**config.mk**
```make
export PLATFORM = sky130hd
export DESIGN_NAME = polled_bus_echo_checked_sender
export DESIGN_NICKNAME = d
export VERILOG_FILES = /design/src/hdl/pbecs_pkg.sv /design/src/hdl/pbecs_ram.sv /design/src/hdl/polled_bus_echo_checked_sender.sv
export SDC_FILE = /design/constraint.sdc
export NUM_CORES = 1
export LEC_CHECK = 0
export BUFFER_PORTS_ARGS = -buffer_cell sky130_fd_sc_hd__buf_2
export CAP_MARGIN = 20
export CORE_UTILIZATION = 50
export DETAILED_ROUTE_END_ITERATION = 16
export GPL_ROUTABILITY_DRIVEN = 0
export PLACE_DENSITY = 0.69
export SLEW_MARGIN = 0
export SYNTH_ARGS = -nofsm -noshare
export SYNTH_HDL_FRONTEND = slang
export SYNTH_HIERARCHICAL = 1
export SYNTH_SLANG_ARGS = --single-unit
```
**constraint.sdc**
```tcl
create_clock -name aclk -period 7.3 [get_ports aclk]
set_input_delay 1.825 -clock aclk [delete_from_list [all_inputs] [get_ports aclk]]
set_output_delay 1.825 -clock aclk [all_outputs]
set_load 0.005 [all_outputs]
```
**src/hdl/pbecs_pkg.sv**
```systemverilog
// Package for the polled bus echo-checked sender: sizes, codes and ring helpers.
// Used by the top level, the send RAM instance and the port checker.
`timescale 1ns / 1ps

package pbecs_pkg;

    localparam int STORE_DEPTH = 64;
    localparam int ADDR_W      = $clog2(STORE_DEPTH);
    localparam int PTR_MOD     = 2 * STORE_DEPTH;
    localparam int PTR_W       = $clog2(PTR_MOD);

    localparam logic [7:0] REQ_BIT = 8'h80;

    localparam int S_TDATA_W = 8;
    localparam int S_TUSER_W = 4;
    localparam int M_TDATA_W = 24;
    localparam int M_TUSER_W = 12;

    typedef logic [PTR_W-1:0]  ptr_t;
    typedef logic [ADDR_W-1:0] addr_t;

    typedef enum logic [2:0] {
        OP_LOAD      = 3'd0,
        OP_RX_BYTE   = 3'd1,
        OP_POLL      = 3'd2,
        OP_TX_READY  = 3'd3,
        OP_TX_DONE   = 3'd4,
        OP_BIT_TICK  = 3'd5,
        OP_SLOW_TICK = 3'd6,
        OP_RESPONSE  = 3'd7
    } op_t;

    typedef enum logic [2:0] {
        PH_RX        = 3'd0,
        PH_TX_ADDR   = 3'd1,
        PH_ADDR_ECHO = 3'd2,
        PH_TX_DATA   = 3'd3,
        PH_DATA_ECHO = 3'd4,
        PH_BREAK     = 3'd5
    } phase_t;

    typedef enum logic [2:0] {
        EV_NONE     = 3'd0,
        EV_POLLED   = 3'd1,
        EV_ACK      = 3'd2,
        EV_NACK     = 3'd3,
        EV_MISMATCH = 3'd4,
        EV_TIMEOUT  = 3'd5,
        EV_DROPPED  = 3'd6
    } event_t;

    typedef enum logic [1:0] {
        WAIT_NONE     = 2'd0,
        WAIT_ACK      = 2'd1,
        WAIT_RESPONSE = 2'd2
    } wait_t;

    typedef enum logic [2:0] {
        CFG_OWN_ADDRESS     = 3'd0,
        CFG_ACK_CODE        = 3'd1,
        CFG_NACK_CODE       = 3'd2,
        CFG_TIMEOUT_TICKS   = 3'd3,
        CFG_BREAK_BIT_TIMES = 3'd4
    } cfg_index_t;

    // Pointers run over twice the ring depth so full and empty differ
    function automatic ptr_t ptr_inc(input ptr_t p);
        ptr_t r;
        r = (p == PTR_W'(PTR_MOD - 1)) ? '0 : p + PTR_W'(1);
        return r;
    endfunction

    function automatic addr_t ptr_index(input ptr_t p);
        ptr_t t;
        t = (p >= PTR_W'(STORE_DEPTH)) ? p - PTR_W'(STORE_DEPTH) : p;
        return t[ADDR_W-1:0];
    endfunction

    function automatic ptr_t ptr_fill(input ptr_t wr, input ptr_t base);
        ptr_t r;
        r = (wr >= base) ? wr - base : wr + PTR_W'(PTR_MOD) - base;
        return r;
    endfunction

endpackage

```
**src/hdl/pbecs_ram.sv**
```systemverilog
// Generic single-write, single-read RAM with registered read data.
// Read-first: a read of the address written in the same cycle returns the old data.
`timescale 1ns / 1ps

module pbecs_ram #(
    parameter int WIDTH = 8,
    parameter int DEPTH = 64
) (
    input  logic                     aclk,
    input  logic                     we,
    input  logic [$clog2(DEPTH)-1:0] waddr,
    input  logic [WIDTH-1:0]         wdata,
    input  logic [$clog2(DEPTH)-1:0] raddr,
    output logic [WIDTH-1:0]         rdata
);

    logic [WIDTH-1:0] mem [DEPTH];
    logic [WIDTH-1:0] rdata_reg;

    always_ff @(posedge aclk) begin
        if (we) begin
            mem[waddr] <= wdata;
        end
        rdata_reg <= mem[raddr];
    end

    assign rdata = rdata_reg;

endmodule

```
**src/hdl/polled_bus_echo_checked_sender.sv**
```systemverilog
// Top level of the polled bus echo-checked sender: event decode, send ring, echo check.
// Depends on pbecs_pkg and pbecs_ram.
`timescale 1ns / 1ps

// Usage
//   s_ channel: one event per transaction. tuser = {rx_fault, op}, tdata = data byte,
//   tlast = frame_end of a received byte.
//   m_ channel: exactly one result per event, in event order. tdata holds send_byte,
//   pass_byte and eop_source; tuser holds the valid flags, lamp, break, phase and
//   event code; tlast is pass_frame_end.
//   cfg channel: cfg_index selects own_address (0), ack_code (1), nack_code (2),
//   timeout_ticks (3) or break_bit_times (4); other indexes are dropped. cfg_ready is
//   always high. Write only while no event is in flight.
// Timing
//   An event is held in the input register and its result is registered in the result
//   register once that register is free. One event per cycle is sustained while
//   m_tready stays high; the limit is the single state update per cycle, and the send
//   ring read is prefetched from the next read pointer so it does not hold up the flow.
// Reset and stall
//   aresetn low (synchronous) returns to receive with an empty ring and the register
//   defaults. While m_tready is low the result register holds, the input register
//   still takes one more event, and then s_tready drops until the result is taken.

module polled_bus_echo_checked_sender (
    input  logic                            aclk,
    input  logic                            aresetn,
    input  logic                            s_tvalid,
    output logic                            s_tready,
    input  logic [pbecs_pkg::S_TDATA_W-1:0] s_tdata,   // [7:0] data
    input  logic [pbecs_pkg::S_TUSER_W-1:0] s_tuser,   // [2:0] op, [3] rx_fault
    input  logic                            s_tlast,   // frame_end
    output logic                            m_tvalid,
    input  logic                            m_tready,
    output logic [pbecs_pkg::M_TDATA_W-1:0] m_tdata,   // [7:0] send_byte,
                                                       // [15:8] pass_byte,
                                                       // [22:16] eop_source, [23] zero
    output logic [pbecs_pkg::M_TUSER_W-1:0] m_tuser,   // [0] send_valid, [1] pass_valid,
                                                       // [2] pass_error, [3] eop_valid,
                                                       // [4] tx_led, [5] line_break,
                                                       // [8:6] phase, [11:9] event_res
    output logic                            m_tlast,   // pass_frame_end
    input  logic                            cfg_valid,
    output logic                            cfg_ready,
    input  logic [2:0]                      cfg_index,
    input  logic [7:0]                      cfg_data
);

    // Configuration
    logic [6:0] own_address_reg;
    logic [7:0] ack_code_reg;
    logic [7:0] nack_code_reg;
    logic [7:0] timeout_ticks_reg;
    logic [7:0] break_bit_times_reg;

    // Input register
    logic             in_valid_reg;
    pbecs_pkg::op_t   in_op_reg;
    logic [7:0]       in_data_reg;
    logic             in_frame_end_reg;
    logic             in_fault_reg;

    // Block state
    pbecs_pkg::phase_t phase_reg,         phase_next;
    logic [7:0]        break_count_reg,   break_count_next;
    logic [7:0]        timeout_count_reg, timeout_count_next;
    pbecs_pkg::ptr_t   read_ptr_reg,      read_ptr_next;
    pbecs_pkg::ptr_t   write_ptr_reg,     write_ptr_next;
    pbecs_pkg::ptr_t   pkt_start_reg,     pkt_start_next;
    logic [7:0]        echo_expect_reg,   echo_expect_next;
    logic [6:0]        dest_reg,          dest_next;
    pbecs_pkg::wait_t  wait_mode_reg,     wait_mode_next;
    logic              self_poll_reg,     self_poll_next;
    logic              led_reg,           led_next;

    // Result register
    logic                            m_tvalid_reg;
    logic [pbecs_pkg::M_TDATA_W-1:0] m_tdata_reg,  m_tdata_next;
    logic [pbecs_pkg::M_TUSER_W-1:0] m_tuser_reg,  m_tuser_next;
    logic                            m_tlast_reg,  m_tlast_next;

    // Send ring read path
    logic [7:0]          ram_rdata;
    logic                byp_reg;
    logic [7:0]          byp_data_reg;
    logic [7:0]          ring_byte;
    logic                ram_we;
    pbecs_pkg::addr_t    ram_waddr;
    pbecs_pkg::addr_t    ram_raddr;

    // Event decode
    logic                s_accept;
    logic                out_free;
    logic                advance;
    logic                poll_req;
    logic [7:0]          poll_addr;
    logic                poll_hit;
    logic                ack_hit;
    logic                ring_full;
    pbecs_pkg::ptr_t     fill_base;
    pbecs_pkg::event_t   ev;
    logic                send_valid;
    logic [7:0]          send_byte;
    logic                pass_valid;
    logic                eop_valid;
    logic [6:0]          eop_source;

    assign cfg_ready = 1'b1;
    assign out_free  = !m_tvalid_reg || m_tready;
    assign advance   = in_valid_reg && out_free;
    assign s_tready  = !in_valid_reg || out_free;
    assign s_accept  = s_tvalid && s_tready;

    always_ff @(posedge aclk) begin
        if (!aresetn) begin
            own_address_reg     <= 7'd11;
            ack_code_reg        <= 8'd1;
            nack_code_reg       <= 8'd4;
            timeout_ticks_reg   <= 8'd10;
            break_bit_times_reg <= 8'd11;
        end else if (cfg_valid) begin
            unique case (pbecs_pkg::cfg_index_t'(cfg_index))
                pbecs_pkg::CFG_OWN_ADDRESS:     own_address_reg     <= cfg_data[6:0];
                pbecs_pkg::CFG_ACK_CODE:        ack_code_reg        <= cfg_data;
                pbecs_pkg::CFG_NACK_CODE:       nack_code_reg       <= cfg_data;
                pbecs_pkg::CFG_TIMEOUT_TICKS:   timeout_ticks_reg   <= cfg_data;
                pbecs_pkg::CFG_BREAK_BIT_TIMES: break_bit_times_reg <= cfg_data;
                default: ;
            endcase
        end
    end

    // Input register: take a new event whenever it is empty or the held one moves on
    always_ff @(posedge aclk) begin
        if (!aresetn) begin
            in_valid_reg <= 1'b0;
        end else if (s_accept) begin
            in_valid_reg <= 1'b1;
        end else if (advance) begin
            in_valid_reg <= 1'b0;
        end
    end

    always_ff @(posedge aclk) begin
        if (s_accept) begin
            in_op_reg        <= pbecs_pkg::op_t'(s_tuser[2:0]);
            in_data_reg      <= s_tdata[7:0];
            in_frame_end_reg <= s_tlast;
            in_fault_reg     <= s_tuser[3];
        end
    end

    // Send ring; the read address tracks the pointer the next event will see
    assign ram_waddr = pbecs_pkg::ptr_index(write_ptr_reg);
    assign ram_raddr = pbecs_pkg::ptr_index(advance ? read_ptr_next : read_ptr_reg);

    pbecs_ram #(
        .WIDTH (8),
        .DEPTH (pbecs_pkg::STORE_DEPTH)
    ) u_send_ram (
        .aclk  (aclk),
        .we    (ram_we),
        .waddr (ram_waddr),
        .wdata (in_data_reg),
        .raddr (ram_raddr),
        .rdata (ram_rdata)
    );

    // Forward a byte written to the slot being fetched in the same cycle
    always_ff @(posedge aclk) begin
        if (!aresetn) begin
            byp_reg <= 1'b0;
        end else begin
            byp_reg <= ram_we && (ram_waddr == ram_raddr);
        end
    end

    always_ff @(posedge aclk) begin
        byp_data_reg <= in_data_reg;
    end

    assign ring_byte = byp_reg ? byp_data_reg : ram_rdata;

    assign fill_base = (phase_reg == pbecs_pkg::PH_RX) ? read_ptr_reg : pkt_start_reg;
    assign ring_full = pbecs_pkg::ptr_fill(write_ptr_reg, fill_base)
                       >= pbecs_pkg::PTR_W'(pbecs_pkg::STORE_DEPTH);
    assign ram_we    = advance && (in_op_reg == pbecs_pkg::OP_LOAD) && !ring_full;

    // Poll check in receive, shared by poll reports and a pending self poll
    assign poll_req  = (phase_reg == pbecs_pkg::PH_RX)
                       && ((in_op_reg == pbecs_pkg::OP_POLL)
                           || ((in_op_reg == pbecs_pkg::OP_RX_BYTE) && self_poll_reg));
    assign poll_addr = (in_op_reg == pbecs_pkg::OP_POLL) ? in_data_reg
                                                          : (pbecs_pkg::REQ_BIT | {1'b0, own_address_reg});
    assign ack_hit   = (wait_mode_reg == pbecs_pkg::WAIT_ACK)
                       && ((poll_addr == ack_code_reg) || (poll_addr == nack_code_reg));
    assign poll_hit  = ack_hit || (poll_addr == (pbecs_pkg::REQ_BIT | {1'b0, own_address_reg}));

    always_comb begin
        phase_next         = phase_reg;
        break_count_next   = break_count_reg;
        timeout_count_next = timeout_count_reg;
        read_ptr_next      = read_ptr_reg;
        write_ptr_next     = write_ptr_reg;
        pkt_start_next     = pkt_start_reg;
        echo_expect_next   = echo_expect_reg;
        dest_next          = dest_reg;
        wait_mode_next     = wait_mode_reg;
        self_poll_next     = self_poll_reg;
        led_next           = led_reg;
        ev                 = pbecs_pkg::EV_NONE;
        send_valid         = 1'b0;
        send_byte          = 8'd0;
        pass_valid         = 1'b0;
        eop_valid          = 1'b0;
        eop_source         = 7'd0;

        if (poll_req) begin
            self_poll_next = 1'b0;
            if (poll_hit) begin
                wait_mode_next = pbecs_pkg::WAIT_NONE;
                phase_next     = pbecs_pkg::PH_TX_ADDR;
                pkt_start_next = read_ptr_reg;
                ev             = pbecs_pkg::EV_POLLED;
            end
            if (ack_hit) begin
                ev         = (poll_addr == ack_code_reg) ? pbecs_pkg::EV_ACK
                                                         : pbecs_pkg::EV_NACK;
                eop_valid  = 1'b1;
                eop_source = dest_reg;
            end
        end

        case (in_op_reg)
            pbecs_pkg::OP_LOAD: begin
                if (ring_full) begin
                    ev = pbecs_pkg::EV_DROPPED;
                end else begin
                    write_ptr_next = pbecs_pkg::ptr_inc(write_ptr_reg);
                end
            end
            pbecs_pkg::OP_RX_BYTE: begin
                if (phase_reg == pbecs_pkg::PH_ADDR_ECHO
                        || phase_reg == pbecs_pkg::PH_DATA_ECHO) begin
                    timeout_count_next = 8'd0;
                    if (in_data_reg != echo_expect_reg) begin
                        // rewind to the packet start and break the line
                        read_ptr_next    = pkt_start_reg;
                        break_count_next = break_bit_times_reg;
                        phase_next       = pbecs_pkg::PH_BREAK;
                        ev               = pbecs_pkg::EV_MISMATCH;
                    end else begin
                        phase_next = pbecs_pkg::PH_TX_DATA;
                    end
                end else if (phase_reg == pbecs_pkg::PH_RX) begin
                    pass_valid = 1'b1;
                end
            end
            pbecs_pkg::OP_POLL: begin
                // handled by the poll check above
            end
            pbecs_pkg::OP_TX_READY: begin
                if (phase_reg == pbecs_pkg::PH_TX_ADDR) begin
                    send_valid         = 1'b1;
                    send_byte          = {1'b0, own_address_reg};
                    echo_expect_next   = {1'b0, own_address_reg};
                    phase_next         = pbecs_pkg::PH_ADDR_ECHO;
                    timeout_count_next = timeout_ticks_reg;
                    pkt_start_next     = read_ptr_reg;
                end else if (phase_reg == pbecs_pkg::PH_TX_DATA
                        && read_ptr_reg != write_ptr_reg) begin
                    if (read_ptr_reg == pkt_start_reg) begin
                        // first data byte picks the wait mode and destination
                        wait_mode_next = ring_byte[7] ? pbecs_pkg::WAIT_RESPONSE
                                                      : pbecs_pkg::WAIT_ACK;
                        dest_next      = ring_byte[6:0];
                        led_next       = 1'b1;
                    end
                    read_ptr_next      = pbecs_pkg::ptr_inc(read_ptr_reg);
                    echo_expect_next   = ring_byte;
                    send_valid         = 1'b1;
                    send_byte          = ring_byte;
                    phase_next         = pbecs_pkg::PH_DATA_ECHO;
                    timeout_count_next = timeout_ticks_reg;
                end
            end
            pbecs_pkg::OP_TX_DONE: begin
                if (phase_reg == pbecs_pkg::PH_TX_DATA) begin
                    break_count_next = break_bit_times_reg;
                    phase_next       = pbecs_pkg::PH_BREAK;
                end
            end
            pbecs_pkg::OP_BIT_TICK: begin
                if (phase_reg == pbecs_pkg::PH_BREAK) begin
                    if (break_count_reg <= 8'd1) begin
                        break_count_next   = 8'd0;
                        timeout_count_next = 8'd0;
                        led_next           = 1'b0;
                        phase_next         = pbecs_pkg::PH_RX;
                    end else begin
                        break_count_next = break_count_reg - 8'd1;
                    end
                end
            end
            pbecs_pkg::OP_SLOW_TICK: begin
                if (timeout_count_reg != 8'd0) begin
                    timeout_count_next = timeout_count_reg - 8'd1;
                    if (timeout_count_reg == 8'd1) begin
                        led_next   = 1'b0;
                        phase_next = pbecs_pkg::PH_RX;
                        ev         = pbecs_pkg::EV_TIMEOUT;
                    end
                end
            end
            pbecs_pkg::OP_RESPONSE: begin
                if (wait_mode_reg == pbecs_pkg::WAIT_RESPONSE) begin
                    self_poll_next = 1'b1;
                    wait_mode_next = pbecs_pkg::WAIT_NONE;
                end
            end
            default: ;
        endcase

        m_tdata_next = {1'b0, eop_source,
                        pass_valid ? in_data_reg : 8'd0,
                        send_byte};
        m_tuser_next = {ev, phase_next,
                        phase_next == pbecs_pkg::PH_BREAK,
                        led_next, eop_valid,
                        pass_valid && in_fault_reg,
                        pass_valid, send_valid};
        m_tlast_next = pass_valid && in_frame_end_reg;
    end

    // State register: commit one event per advance
    always_ff @(posedge aclk) begin
        if (!aresetn) begin
            phase_reg         <= pbecs_pkg::PH_RX;
            break_count_reg   <= 8'd0;
            timeout_count_reg <= 8'd0;
            read_ptr_reg      <= '0;
            write_ptr_reg     <= '0;
            pkt_start_reg     <= '0;
            echo_expect_reg   <= 8'd0;
            dest_reg          <= 7'd0;
            wait_mode_reg     <= pbecs_pkg::WAIT_NONE;
            self_poll_reg     <= 1'b0;
            led_reg           <= 1'b0;
        end else if (advance) begin
            phase_reg         <= phase_next;
            break_count_reg   <= break_count_next;
            timeout_count_reg <= timeout_count_next;
            read_ptr_reg      <= read_ptr_next;
            write_ptr_reg     <= write_ptr_next;
            pkt_start_reg     <= pkt_start_next;
            echo_expect_reg   <= echo_expect_next;
            dest_reg          <= dest_next;
            wait_mode_reg     <= wait_mode_next;
            self_poll_reg     <= self_poll_next;
            led_reg           <= led_next;
        end
    end

    // Result register
    always_ff @(posedge aclk) begin
        if (!aresetn) begin
            m_tvalid_reg <= 1'b0;
        end else if (advance) begin
            m_tvalid_reg <= 1'b1;
        end else if (m_tready) begin
            m_tvalid_reg <= 1'b0;
        end
    end

    always_ff @(posedge aclk) begin
        if (advance) begin
            m_tdata_reg <= m_tdata_next;
            m_tuser_reg <= m_tuser_next;
            m_tlast_reg <= m_tlast_next;
        end
    end

    assign m_tvalid = m_tvalid_reg;
    assign m_tdata  = m_tdata_reg;
    assign m_tuser  = m_tuser_reg;
    assign m_tlast  = m_tlast_reg;

endmodule

```
==> reports/metrics.cfg <==
[detailed_routing]
wl_mm=66.0
postRouteAntennaNets=0
wl_per_cell_um=24.3
route.detailed.drc=0
vias=16666
dr.pass1.iters=6
avgViaCountPerCell=6.12
drt_iter0_drc=1810

[cells_and_area]
largest_reg_flops=512
nNetsFinal=1961
postLayoutCellArea_mm2=0.0314
drive_above_1_share_pct=18.4
area_delta_synth_final_pct=11.7
final_core_util_pct=56.8
antenna_cells=0

[timing]
maxSlewHeadroom_pct=28.7
setup_viol=0
fmax_ghz=0.191
final-hold-violation-count=0
skew_ns=0.0273
tightest_slew_ns=1.06
period_share_pct=71.8
whs_ns=0.462
rsz0062_at_grt=false
finalCriticalPeriod_ns=5.24
fin_setup_tns_ns=0
final_max_slew_viol_count=0

[clock_tree]
post-cts-setup-buffer-count=0
cts_root_buf=clkbuf_16
clock_latency_ns=0.61
clock_path_buffers=3
clock_sinks=678
cts_max_level=3
cts_inserted_buffers=72
cts_resized=0
cts.reportedPaths.clkPinSlew_ns=0.06
ctsHoldBuffers=0
tritoncts=done

[yosys]
synth_common_cells=edfxtp_1 (561), nand2_1 (160), nor2_1 (155)
ys_seq_elements=678
synth_top_area_cell=edfxtp_1
synth-edff-count=561
netlist_area_mm2=0.0281
synth_top_area_share_pct=59.9
yosysMostFrequentCell=edfxtp_1
ys.flop_type=edfxtp_1
yosysWarnings=6
syn_nets=1899
synth_area_leaders=edfxtp_1 (60%), mux4_2 (10%), dfxtp_1 (8.3%), nand2_1 (2.1%), nor2_1 (2.1%)
async_flop_share_pct=0
synth_cells=1858
yosys.cell_types.count=89
syn_area_per_cell_um2=15.1
ys_seq_area_share_pct=68.3

[hold_path]
hold_path.class=reg2reg
min_from=timeout_ticks_reg[7]

[grt]
grt.total_usage_pct=23.6
grt_start_max_net_pins=71
grt_pass1_vias=16205
grt_pass1_wl_mm=100
grt_overflow_total=0
antenna_found_initial=0

[floorplanning]
num_io_pins=69
die_x_um=239
row_count=86
coreArea_mm2=0.0553
die_area_mm2=0.0572
fp.dieH_um=239
floorplan.initialDensity_pct=50.8

[setup_path]
r2r-end=u_send_ram/rdata[2]
cp.depth=13
r2r_setup_slack_ns=2.25
cp-endpoint=u_send_ram/rdata[2]
cp_num_buf_inv=3
path_cells=buf_2, nand2b_1, and3_1, nand2_1, o31a_1, a21oi_1, o21a_1, inv_8, buf_4, mux4_2, o22ai_1, o21ai_0, a32o_1
start_kind=input pin
path_class=in2reg
reg2regPathDepth=12
crit_path_max_fanout=69
cpLargestDelayFamily=compound AO/OA/AOI/OAI gates
critPathLaunch=m_tready
cp_slowest_cell=mux4_2
crit_arrival_ns=5.73
end_kind=register
required_ns=7.80
max_stage_delay_ns=0.58
reg2reg_from=in_op_reg[0]

[job]
drv_cap=0

[power_and_ir_drop]
finalPower_mw=7.96
power_density_mw_per_mm2=253
ir_drop_mv=0.185
power_leakage_nw=10.0

[placement]
dpl_cell_area_mm2=0.0291
io_buffers=66
hpwl_mm=41.2

[status]
status=completed

cell usage in the layout, fill, tap and decap left out, types with 5 or more instances in the layout:
master	Yosys	layout
xor2_1	28	28
and3_1	23	23
inv_1	27	23
buf_4	13	33
a31oi_1	15	15
nand3_1	47	47
clkinv_1	0	12
edfxtp_1	561	561
nor2b_1	22	22
nand2b_1	13	13
dfxtp_1	117	117
clkbuf_16	0	75
and3_2	7	7
o21ai_0	26	25
buf_2	25	66
a211oi_1	35	35
nand4_1	10	10
nand3b_1	8	8
nand2_1	160	159
a221oi_1	5	5
o22ai_1	21	21
a22oi_1	13	13
o221ai_1	9	9
nor4_1	8	8
clkinv_2	0	11
nor2_1	155	155
xnor2_1	33	33
or3_1	6	6
mux2i_1	44	44
a21oi_1	79	79
and2_1	5	5
o211ai_1	10	10
nor3_1	20	20
ha_1	12	12
clkbuf_1	64	15
mux4_2	125	125
nor3b_1	5	5
per-stage QoR:
| stage | setup WS, ns | cells |
|---|---|---|
| global placement | 1.60 | 2594 |
| floorplan | 2.68 | 1858 |
| detailed placement | 1.50 | 2594 |
| CTS | 2.14 | 2721 |
| global route | 1.86 | 2721 |
| finish | 2.06 | 2721 |
per-layer routing:
layer  wire length (um)  track usage [%]  vias to the layer above
met1              27100             32.8                     8486
li1                   -                -                     7312
met4               2060             8.04                        0
met5                  0                0                        -
met2              31400             37.2                      735
met3               5470             4.86                      133
where the power goes:
part	internal, mW	switching (mW)	total (mW)
clock	2.06	1.46	3.52
sequential	4.21	0.0240	4.24
combinational	0.0553	0.145	0.200
logic make-up after synthesis:
family	share of synthesized area [%]
compound gates	6.57
flops	68.3
mux	11.7
xor+xnor	1.90
other cells	0.0267
buf+inv	2.21
fa+ha+maj	0.534
simple gates	8.85
worst min-delay path by stage:
stage	to	depth (start not counted)
global route	timeout_ticks_reg[6]	2
CTS	timeout_ticks_reg[5]	2
finish	timeout_ticks_reg[7]	2
floorplan	timeout_ticks_reg[2]	2
global placement	break_bit_times_reg[6]	2
detailed placement	timeout_ticks_reg[5]	2
worst reg2reg max path: cells and delay by family (launching register included):
kind | cells | cell delay, ns
and+or+nand+nor | 4 | 1.46
DFF | 1 | 0.73
buffers and inverters | 2 | 1.11
muxes | 1 | 0.59
AOI/OAI and AO/OA | 5 | 1.04
final cells by class:
class	count	area [um^2]
Clock inverter	33	287
Clock buffer	94	1990
Fill cell	4282	23900
Sequential cell	678	19200
Tap cell	748	936
Multi-Input combinational cell	1040	8310
Inverter	29	119
Timing Repair Buffer	99	578
(Power assumes the default switching activity.)
